==> src/design/farthest_seat_allocator_core_defines.svh <==
// ----------------------------------------------------------------------------
// Assertion macros for the farthest seat allocator
// Implication checks on clk, disabled while arst_n is low.
// ----------------------------------------------------------------------------
`ifndef FARTHEST_SEAT_ALLOCATOR_CORE_DEFINES_SVH
`define FARTHEST_SEAT_ALLOCATOR_CORE_DEFINES_SVH

// same-cycle implication
`define FSA_ASSERT_IMP(lbl, ante, cons, msg) \
	lbl: assert property (@(posedge clk) disable iff (!arst_n) (ante) |-> (cons)) \
		else $error(msg);

// next-cycle implication
`define FSA_ASSERT_NXT(lbl, ante, cons, msg) \
	lbl: assert property (@(posedge clk) disable iff (!arst_n) (ante) |=> (cons)) \
		else $error(msg);

`endif

==> src/design/fsa_pkg.sv <==
// ----------------------------------------------------------------------------
// fsa_pkg
// Shared widths, codes and types of the farthest seat allocator.
// ----------------------------------------------------------------------------
package fsa_pkg;

	localparam int MAX_SEATS = 1024;
	localparam int IDX_W     = $clog2(MAX_SEATS);
	localparam int CNT_W     = IDX_W + 1;
	localparam int CFG_W     = 11;
	localparam int DATA_W    = 32;
	localparam int ADDR_W    = 3;

	typedef logic [IDX_W-1:0] idx_t;
	typedef logic [CNT_W-1:0] cnt_t;
	typedef logic [CFG_W-1:0] cfg_t;

	localparam cfg_t NUM_SEATS_RST = cfg_t'(1024);

	localparam logic [ADDR_W-3:0] REG_NUM_SEATS = '0;

	localparam logic CMD_SEAT  = 1'b0;
	localparam logic CMD_LEAVE = 1'b1;

endpackage

==> src/design/fsa_req_if.sv <==
// ----------------------------------------------------------------------------
// fsa_req_if
// Request channel: a seat or leave command with its slot index.
// ----------------------------------------------------------------------------
interface fsa_req_if;
	logic               valid;
	logic               ready;
	logic               cmd;
	fsa_pkg::idx_t      seat_index;

	modport source (output valid, cmd, seat_index, input ready);
	modport sink   (input valid, cmd, seat_index, output ready);
endinterface

==> src/design/fsa_res_if.sv <==
// ----------------------------------------------------------------------------
// fsa_res_if
// Result channel: assigned slot and row-full flag.
// ----------------------------------------------------------------------------
interface fsa_res_if;
	logic               valid;
	logic               ready;
	fsa_pkg::idx_t      seat;
	logic               full_res;

	modport source (output valid, seat, full_res, input ready);
	modport sink   (input valid, seat, full_res, output ready);
endinterface

==> src/design/farthest_seat_allocator_core.sv <==
// ----------------------------------------------------------------------------
// farthest_seat_allocator_core
// Row of occupancy bits; seats go to the slot farthest from any neighbor.
// ----------------------------------------------------------------------------
// The occupancy bits live in a single-bit RAM of MAX_SEATS entries. After
// reset a clearing pass writes every entry, during which no request is
// taken (register writes still are). A leave request clears its slot as it
// is accepted. A seat request scans the active slots through the RAM read
// port at one slot per cycle, then passes the final and emit states into the
// result register; a new request is taken while that result waits.
// ----------------------------------------------------------------------------
`include "farthest_seat_allocator_core_defines.svh"

module farthest_seat_allocator_core (
	input  logic                          clk,
	input  logic                          arst_n,
	input  logic                          psel,
	input  logic                          penable,
	input  logic                          pwrite,
	input  logic [fsa_pkg::ADDR_W-1:0]    paddr,
	input  logic [fsa_pkg::DATA_W-1:0]    pwdata,
	output logic [fsa_pkg::DATA_W-1:0]    prdata,
	output logic                          pready,
	fsa_req_if.sink                       req,
	fsa_res_if.source                     res
);

	typedef enum logic [2:0] {
		ST_CLEAR,
		ST_IDLE,
		ST_SCAN,
		ST_FINAL,
		ST_EMIT
	} state_t;

	state_t          state_q;
	fsa_pkg::cfg_t   num_seats_q;
	fsa_pkg::cnt_t   n_eff;
	fsa_pkg::idx_t   clr_q;
	fsa_pkg::idx_t   last_scan_q;
	fsa_pkg::idx_t   rd_addr_q;
	logic            issue_done_q;
	logic            valid_s1;
	fsa_pkg::idx_t   idx_s1;
	logic            seen_q;
	fsa_pkg::idx_t   last_q;
	logic            found_q;
	fsa_pkg::idx_t   best_i_q;
	fsa_pkg::idx_t   best_d_q;
	logic            full_q;
	logic            out_valid_q;
	fsa_pkg::idx_t   out_seat_q;
	logic            out_full_q;

	logic            cfg_wr;
	logic            req_acc;
	logic            leave_ok;
	logic            out_load;
	logic            ram_we;
	fsa_pkg::idx_t   ram_waddr;
	logic            ram_wdata;
	logic            ram_re;
	logic            ram_rdata;
	fsa_pkg::idx_t   diff;
	fsa_pkg::idx_t   cand_i;
	fsa_pkg::idx_t   cand_d;
	logic            cand_take;

	// register port
	assign pready = 1'b1;
	assign cfg_wr = psel && penable && pwrite &&
	                (paddr[fsa_pkg::ADDR_W-1:2] == fsa_pkg::REG_NUM_SEATS);

	always_comb begin
		if (paddr[fsa_pkg::ADDR_W-1:2] == fsa_pkg::REG_NUM_SEATS) begin
			prdata = fsa_pkg::DATA_W'(num_seats_q);
		end else begin
			prdata = '0;
		end
	end

	always_comb begin
		if (num_seats_q == '0) begin
			n_eff = fsa_pkg::cnt_t'(1);
		end else if (32'(num_seats_q) > fsa_pkg::MAX_SEATS) begin
			n_eff = fsa_pkg::cnt_t'(fsa_pkg::MAX_SEATS);
		end else begin
			n_eff = fsa_pkg::cnt_t'(num_seats_q);
		end
	end

	// handshakes
	assign req.ready = (state_q == ST_IDLE);
	assign req_acc   = req.valid && req.ready;
	assign leave_ok  = (fsa_pkg::cnt_t'(req.seat_index) < n_eff);
	assign out_load  = (state_q == ST_EMIT) && (!out_valid_q || res.ready);

	assign res.valid    = out_valid_q;
	assign res.seat     = out_seat_q;
	assign res.full_res = out_full_q;

	// candidate from the gap that ends at the current occupied slot
	always_comb begin
		if (state_q == ST_FINAL) begin
			diff = last_scan_q - last_q;
		end else begin
			diff = idx_s1 - last_q;
		end
		cand_take = 1'b0;
		cand_i    = '0;
		cand_d    = '0;
		if (state_q == ST_FINAL) begin
			cand_i = last_scan_q;
			cand_d = diff;
		end else if (seen_q) begin
			cand_i = last_q + (diff >> 1);
			cand_d = diff >> 1;
		end else begin
			cand_i = '0;
			cand_d = idx_s1;
		end
		if (cand_d != '0 && (!found_q || cand_d > best_d_q)) begin
			cand_take = (state_q == ST_FINAL) ? seen_q : (valid_s1 && ram_rdata);
		end
	end

	// RAM ports
	always_comb begin
		ram_we    = 1'b0;
		ram_waddr = clr_q;
		ram_wdata = 1'b0;
		unique case (state_q)
			ST_CLEAR: begin
				ram_we = 1'b1;
			end
			ST_IDLE: begin
				ram_we    = req_acc && (req.cmd == fsa_pkg::CMD_LEAVE) && leave_ok;
				ram_waddr = req.seat_index;
			end
			ST_EMIT: begin
				ram_we    = out_load && !full_q;
				ram_waddr = best_i_q;
				ram_wdata = 1'b1;
			end
			default: begin
				ram_we = 1'b0;
			end
		endcase
	end

	assign ram_re = (state_q == ST_SCAN) && !issue_done_q;

	fsa_ram #(
		.WIDTH (1),
		.DEPTH (fsa_pkg::MAX_SEATS)
	) u_occ_ram (
		.clk   (clk),
		.we    (ram_we),
		.waddr (ram_waddr),
		.wdata (ram_wdata),
		.re    (ram_re),
		.raddr (rd_addr_q),
		.rdata (ram_rdata)
	);

	always_ff @(posedge clk or negedge arst_n) begin
		if (!arst_n) begin
			state_q      <= ST_CLEAR;
			num_seats_q  <= fsa_pkg::NUM_SEATS_RST;
			clr_q        <= '0;
			last_scan_q  <= '0;
			rd_addr_q    <= '0;
			issue_done_q <= 1'b0;
			valid_s1     <= 1'b0;
			idx_s1       <= '0;
			seen_q       <= 1'b0;
			last_q       <= '0;
			found_q      <= 1'b0;
			best_i_q     <= '0;
			best_d_q     <= '0;
			full_q       <= 1'b0;
			out_valid_q  <= 1'b0;
			out_seat_q   <= '0;
			out_full_q   <= 1'b0;
		end else begin
			if (cfg_wr) begin
				num_seats_q <= pwdata[fsa_pkg::CFG_W-1:0];
			end

			if (out_load) begin
				out_valid_q <= 1'b1;
				out_seat_q  <= full_q ? '0 : best_i_q;
				out_full_q  <= full_q;
			end else if (res.ready) begin
				out_valid_q <= 1'b0;
			end

			valid_s1 <= ram_re;
			if (ram_re) begin
				idx_s1 <= rd_addr_q;
			end

			if (cand_take) begin
				found_q  <= 1'b1;
				best_i_q <= cand_i;
				best_d_q <= cand_d;
			end

			unique case (state_q)
				ST_CLEAR: begin
					clr_q <= clr_q + 1'b1;
					if (clr_q == fsa_pkg::idx_t'(fsa_pkg::MAX_SEATS - 1)) begin
						state_q <= ST_IDLE;
					end
				end
				ST_IDLE: begin
					if (req_acc && req.cmd == fsa_pkg::CMD_SEAT) begin
						state_q      <= ST_SCAN;
						last_scan_q  <= fsa_pkg::idx_t'(n_eff - 1'b1);
						rd_addr_q    <= '0;
						issue_done_q <= 1'b0;
						seen_q       <= 1'b0;
						last_q       <= '0;
						found_q      <= 1'b0;
						best_i_q     <= '0;
						best_d_q     <= '0;
					end
				end
				ST_SCAN: begin
					if (ram_re) begin
						if (rd_addr_q == last_scan_q) begin
							issue_done_q <= 1'b1;
						end else begin
							rd_addr_q <= rd_addr_q + 1'b1;
						end
					end
					if (valid_s1 && ram_rdata) begin
						seen_q <= 1'b1;
						last_q <= idx_s1;
					end
					if (valid_s1 && idx_s1 == last_scan_q) begin
						state_q <= ST_FINAL;
					end
				end
				ST_FINAL: begin
					// empty row: slot 0; nothing free: full
					if (!seen_q) begin
						found_q  <= 1'b1;
						best_i_q <= '0;
					end
					full_q  <= seen_q && !found_q && !cand_take;
					state_q <= ST_EMIT;
				end
				ST_EMIT: begin
					if (out_load) begin
						state_q <= ST_IDLE;
					end
				end
				default: begin
					state_q <= ST_IDLE;
				end
			endcase
		end
	end

	`FSA_ASSERT_IMP(a_scan_in_range, valid_s1, idx_s1 <= last_scan_q, "scan past last slot")
	`FSA_ASSERT_IMP(a_no_write_in_scan, state_q == ST_SCAN, !ram_we, "RAM write during scan")
	`FSA_ASSERT_IMP(a_full_seat_zero, res.valid && res.full_res, res.seat == '0, "full with seat")
	`FSA_ASSERT_NXT(a_seat_starts_scan, req_acc && req.cmd == fsa_pkg::CMD_SEAT, state_q == ST_SCAN, "seat request did not start scan")

endmodule

==> src/design/fsa_ram.sv <==
// ----------------------------------------------------------------------------
// fsa_ram
// Generic simple dual-port RAM, one write port, one registered read port.
// ----------------------------------------------------------------------------
module fsa_ram #(
	parameter int WIDTH = 1,
	parameter int DEPTH = 1024
) (
	input  logic                     clk,
	input  logic                     we,
	input  logic [$clog2(DEPTH)-1:0] waddr,
	input  logic [WIDTH-1:0]         wdata,
	input  logic                     re,
	input  logic [$clog2(DEPTH)-1:0] raddr,
	output logic [WIDTH-1:0]         rdata
);

	logic [WIDTH-1:0] mem_q [DEPTH];

	always_ff @(posedge clk) begin
		if (we) begin
			mem_q[waddr] <= wdata;
		end
		if (re) begin
			rdata <= mem_q[raddr];
		end
	end

endmodule
==> src/flat_wrapper.sv <==
// flat-port wrapper written by rule: the top's interface ports become plain ports
module farthest_seat_allocator_core_flat 
  (clk, arst_n, psel, penable, pwrite, paddr, pwdata, prdata, pready, req_valid, req_cmd, req_seat_index, req_ready, res_valid, res_seat, res_full_res, res_ready);
  fsa_req_if req_i ();
  fsa_res_if res_i ();
  input  logic clk;
  input  logic arst_n;
  input  logic psel;
  input  logic penable;
  input  logic pwrite;
  input  logic [fsa_pkg::ADDR_W-1:0] paddr;
  input  logic [fsa_pkg::DATA_W-1:0] pwdata;
  output logic [fsa_pkg::DATA_W-1:0] prdata;
  output logic pready;
  input wire logic [$bits(req_i.valid)-1:0] req_valid;
  input wire logic [$bits(req_i.cmd)-1:0] req_cmd;
  input wire logic [$bits(req_i.seat_index)-1:0] req_seat_index;
  output wire logic [$bits(req_i.ready)-1:0] req_ready;
  output wire logic [$bits(res_i.valid)-1:0] res_valid;
  output wire logic [$bits(res_i.seat)-1:0] res_seat;
  output wire logic [$bits(res_i.full_res)-1:0] res_full_res;
  input wire logic [$bits(res_i.ready)-1:0] res_ready;
  assign req_i.valid = req_valid;
  assign req_i.cmd = req_cmd;
  assign req_i.seat_index = req_seat_index;
  assign req_ready = req_i.ready;
  assign res_valid = res_i.valid;
  assign res_seat = res_i.seat;
  assign res_full_res = res_i.full_res;
  assign res_i.ready = res_ready;
  farthest_seat_allocator_core u_core (.clk(clk), .arst_n(arst_n), .psel(psel), .penable(penable), .pwrite(pwrite), .paddr(paddr), .pwdata(pwdata), .prdata(prdata), .pready(pready), .req(req_i), .res(res_i));
endmodule
==> config.mk <==
export PLATFORM = sky130hd
export DESIGN_NAME = farthest_seat_allocator_core_flat
export DESIGN_NICKNAME = d
export VERILOG_FILES = /design/src/design/fsa_pkg.sv /design/src/design/fsa_req_if.sv /design/src/design/fsa_res_if.sv /design/src/design/farthest_seat_allocator_core.sv /design/src/design/fsa_ram.sv /design/src/flat_wrapper.sv
export VERILOG_INCLUDE_DIRS = /design/src /design/src/design
export SDC_FILE = /design/constraint.sdc
export NUM_CORES = 2
export LEC_CHECK = 0
export ABC_CLOCK_PERIOD_IN_PS = 19800
export BUFFER_PORTS_ARGS = -buffer_cell sky130_fd_sc_hd__clkbuf_2
export CAP_MARGIN = 25
export CORE_ASPECT_RATIO = 1.2
export CORE_MARGIN = 8
export CORE_UTILIZATION = 25
export CTS_CLUSTER_DIAMETER = 30
export CTS_CLUSTER_SIZE = 14
export DETAILED_ROUTE_END_ITERATION = 6
export PLACE_DENSITY = 0.48
export SLEW_MARGIN = 20
export SYNTH_ARGS = -nofsm -noshare
export SYNTH_HDL_FRONTEND = slang
export SYNTH_HIERARCHICAL = 1
export SYNTH_SLANG_ARGS = --single-unit
==> constraint.sdc <==
create_clock -name clk -period 19.8 [get_ports clk]
set_input_delay 3.96 -clock clk [delete_from_list [all_inputs] [get_ports clk]]
set_output_delay 3.96 -clock clk [all_outputs]
set_load 0.05 [all_outputs]
==> run metrics <==
status=finished clean; area of the multi-input gates=16680 sq um; Fin Setup TNS=0 ps; global route hottest layer=met2; Avg Cell Area, Syn=13.25 sq um; drt first-iter violations=3017; top_reg_cell synth=edfxtp_1; simple-gate area share of the yosys netlist=12.62%; Relative slew margins=16.28%; mux cell area share after synthesis=12.81%; layout cells sized above 1=20.07%; Post-CTS Setup Bufs=0; final setup vio count=0; fin crit period=8537 ps; die height=513.9 um; total grt overflow=0; CTS max path bufs=3; RSZ-0062 raised after global routing=no; CP Launch Type=input port; root buf cell=clkbuf_16; CP Class=in2out; GR Util met2=24.01%; H-tree levels=4; synthesized flop and latch total=1126; Crit. End Element=primary output; number of max-cap violations=0; HPWL Detailed=85.84 mm; number of port buffers=53; Sink Count=1126; initial antenna violation count=3; vias in the first global route=33480; Reg area=33320 sq um; Yosys warnings=6; first-pass GRT wire length=230.3 mm; Final Cell Area=62830 sq um; CTS tree=yes; area of the mapped netlist=51650 sq um; sequential-to-total area share from yosys stat=64.49%; total number of vias=32940; largest net degree at the start of global routing=276; Die Span X=430.9 um; worst-margin pin slew=1256 ps; Static Leakage=0.02014 uW; crit path DAT=4580 ps; post-synthesis compound-gate area fraction=4.368%; post-DR wirelength/cell=22.86 um; synthesis-to-layout area growth=21.65%; Pre-antenna DRT Iters=6; GR Layer Usage met1=17.57%; drt drc=0; synthesized netlist cell count=3899; cell row count=183; # resized after CTS=0; Tcrit/Tclk final=43.12%; fmax=117.1 MHz; hold_buf cts=0; # IOs=99; core area=206300 sq um; met3 Usage GRT=2.463%; # fillers=20750; gr usage total=13.86%; crit path max fanout=12; power density cells=148.1 nW/um^2; full die area=221500 sq um; Async SR Flop Fraction=8.970%; largest family of logic cells by synthesized area=multiplexers; Worst-Skew Late Latency=830 ps; Hold Crit Class=reg2reg; Synth Area in XOR/XNOR=0.8987%; final hold vios=0; Max Slew Vio Count=0; Total Routed Length=158.2 mm; Worst VDD drop=0.08524 mV; post-synthesis adder-cell area fraction=1.046%; detail-routed via count per cell=4.759; CTS buffer count=230; GPL Wtd Cong=0.7664; Unique masters post-synth=88; post-route ant nets=0; Layout Nets=4044; initial core utilization=25.04%; skew final=39.08 ps; DP Area=54800 sq um; critical path data required time=15840 ps; clk slew on worst S/H paths=50 ps; EDFF count, synth=1025
-- per-layer routing --
metal	wire [um]	up-vias	part of all wire [%]
met5	0	-	0
met4	4617	0	2.9
met3	9633	279	6.1
met2	78440	1123	50
met1	65540	17130	41
li1	-	14410	-
-- path summary, 6_finish.rpt --
check	from	end	slack (ps)	cells after the start
worst max-delay path	paddr[2]	prdata[1]	11260	3
worst min-delay path	u_core/issue_done_q$_DFFE_PN0P_	u_core/issue_done_q$_DFFE_PN0P_	480	2
worst max register to register	u_core/rd_addr_q[0]$_DFFE_PN0P_	u_core/u_occ_ram/rdata$_DFFE_PP_	14350	9
worst min register to register	u_core/issue_done_q$_DFFE_PN0P_	u_core/issue_done_q$_DFFE_PN0P_	480	2
max in group asynchronous	arst_n	u_core/last_q[8]$_DFFE_PN0P_	15400	2
min in group asynchronous	arst_n	u_core/res.valid$_DFFE_PN0P_	3110	1
-- cell usage after synthesis (all sizes together), types with 23 or more instances --
cell type / number / area (sq um)
o22ai: 28 / 175.2
o21ai: 54 / 270.3
xnor2: 23 / 201.4
edfxtp: 1025 / 30780
mux2i: 144 / 1441
inv: 42 / 157.7
nor3: 49 / 245.2
mux4: 214 / 4872
nand4: 23 / 143.9
nand2b: 33 / 206.5
o221ai: 49 / 429.2
xor2: 30 / 262.8
a22oi: 28 / 210.2
mux2: 27 / 304.0
clkbuf: 212 / 807.0
nand3: 59 / 295.3
buf: 147 / 964.7
ha: 40 / 500.5
dfrtp: 100 / 2502
a21oi: 68 / 347.8
nand2: 206 / 773.2
nor2: 1088 / 4084
nor2b: 29 / 181.4
-- worst max-delay path, stage by stage --
cell,delay (ps)
clkbuf_2,170
nor2b_1,150
clkbuf_2,290
-- per-stage QoR --
step	hold slack, ps	std cells	power, uW	util, %	setup slack [ps]
floorplan	447.7	3919	4771	-	8.333
global placement	467.8	6469	5416	26.43	11270
detailed placement	466.2	6485	5452	26.56	11250
CTS	478.6	6914	9380	30.40	11250
global route	509.5	6921	9662	30.45	11190
finish	480.0	6922	9306	30.46	11260
-- where the power goes --
part           switching, uW  total (uW)  internal [uW]
combinational           1670        2510            837
clock                   1290        3900           2610
sequential               114        2900           2790
total                   3070        9310           6230
-- cell usage in the layout (no fill, tap or decap), drive strengths merged, types with 10 or more instances in the layout --
cell type  instances
bufinv            34
mux2              27
ha                40
o221ai            49
and3              14
mux2i            144
a21oi             68
a22oi             28
nand2b            33
a211oi            12
o22ai             28
edfxtp          1025
nand2            206
nor3              49
inv               61
nor2b             29
xor2              30
nor3b             11
clkinv            89
clkinvlp          26
clkbuf           317
conb              22
xnor2             23
mux4             214
nand4             23
o31ai             11
o21ai             54
and2              10
buf              104
nor2            1088
nand3             59
dfrtp            100
-- area by class of cell --
type,count,area share (%)
clock inverter,165,3.003
clock buffer,264,9.598
tap,2775,5.526
inverter,45,0.2808
timing repair buffer,157,2.013
multi-input combinational,2389,26.54
sequential,1126,53.03
antenna,1,0.003983
-- cell families (layout without fill, tap and decap cells) --
| kind of cell | count (synthesis) | count (layout) |
|---|---|---|
| AND/OR/NAND/NOR | 1565 | 1565 |
| other | 2 | 23 |
| XOR/XNOR | 53 | 53 |
| adder cells (fa/ha/maj) | 42 | 42 |
| multiplexers | 385 | 385 |
| AO/OA/AOI/OAI | 322 | 322 |
| flip-flops | 1126 | 1126 |
| buffers and inverters | 404 | 631 |
-- state kept, by name, indices dropped and copies added, names as in the netlist --
signal	cells
u_core/res.full_res	1
u_core/seen_q	1
u_core/res.valid	1
u_core/last_scan_q	10
u_core/rd_addr_q	10
u_core/found_q	1
u_core/idx_s1	10
u_core/best_d_q	10
u_core/full_q	1
u_core/last_q	10
u_core/u_occ_ram/mem_q	1024
u_core/clr_q	10
u_core/num_seats_q	11
u_core/u_occ_ram/rdata	1
u_core/state_q	3
u_core/issue_done_q	1
u_core/res.seat	10
u_core/valid_s1	1
u_core/best_i_q	10
No activity file was read; power rests on OpenSTA's default activity.
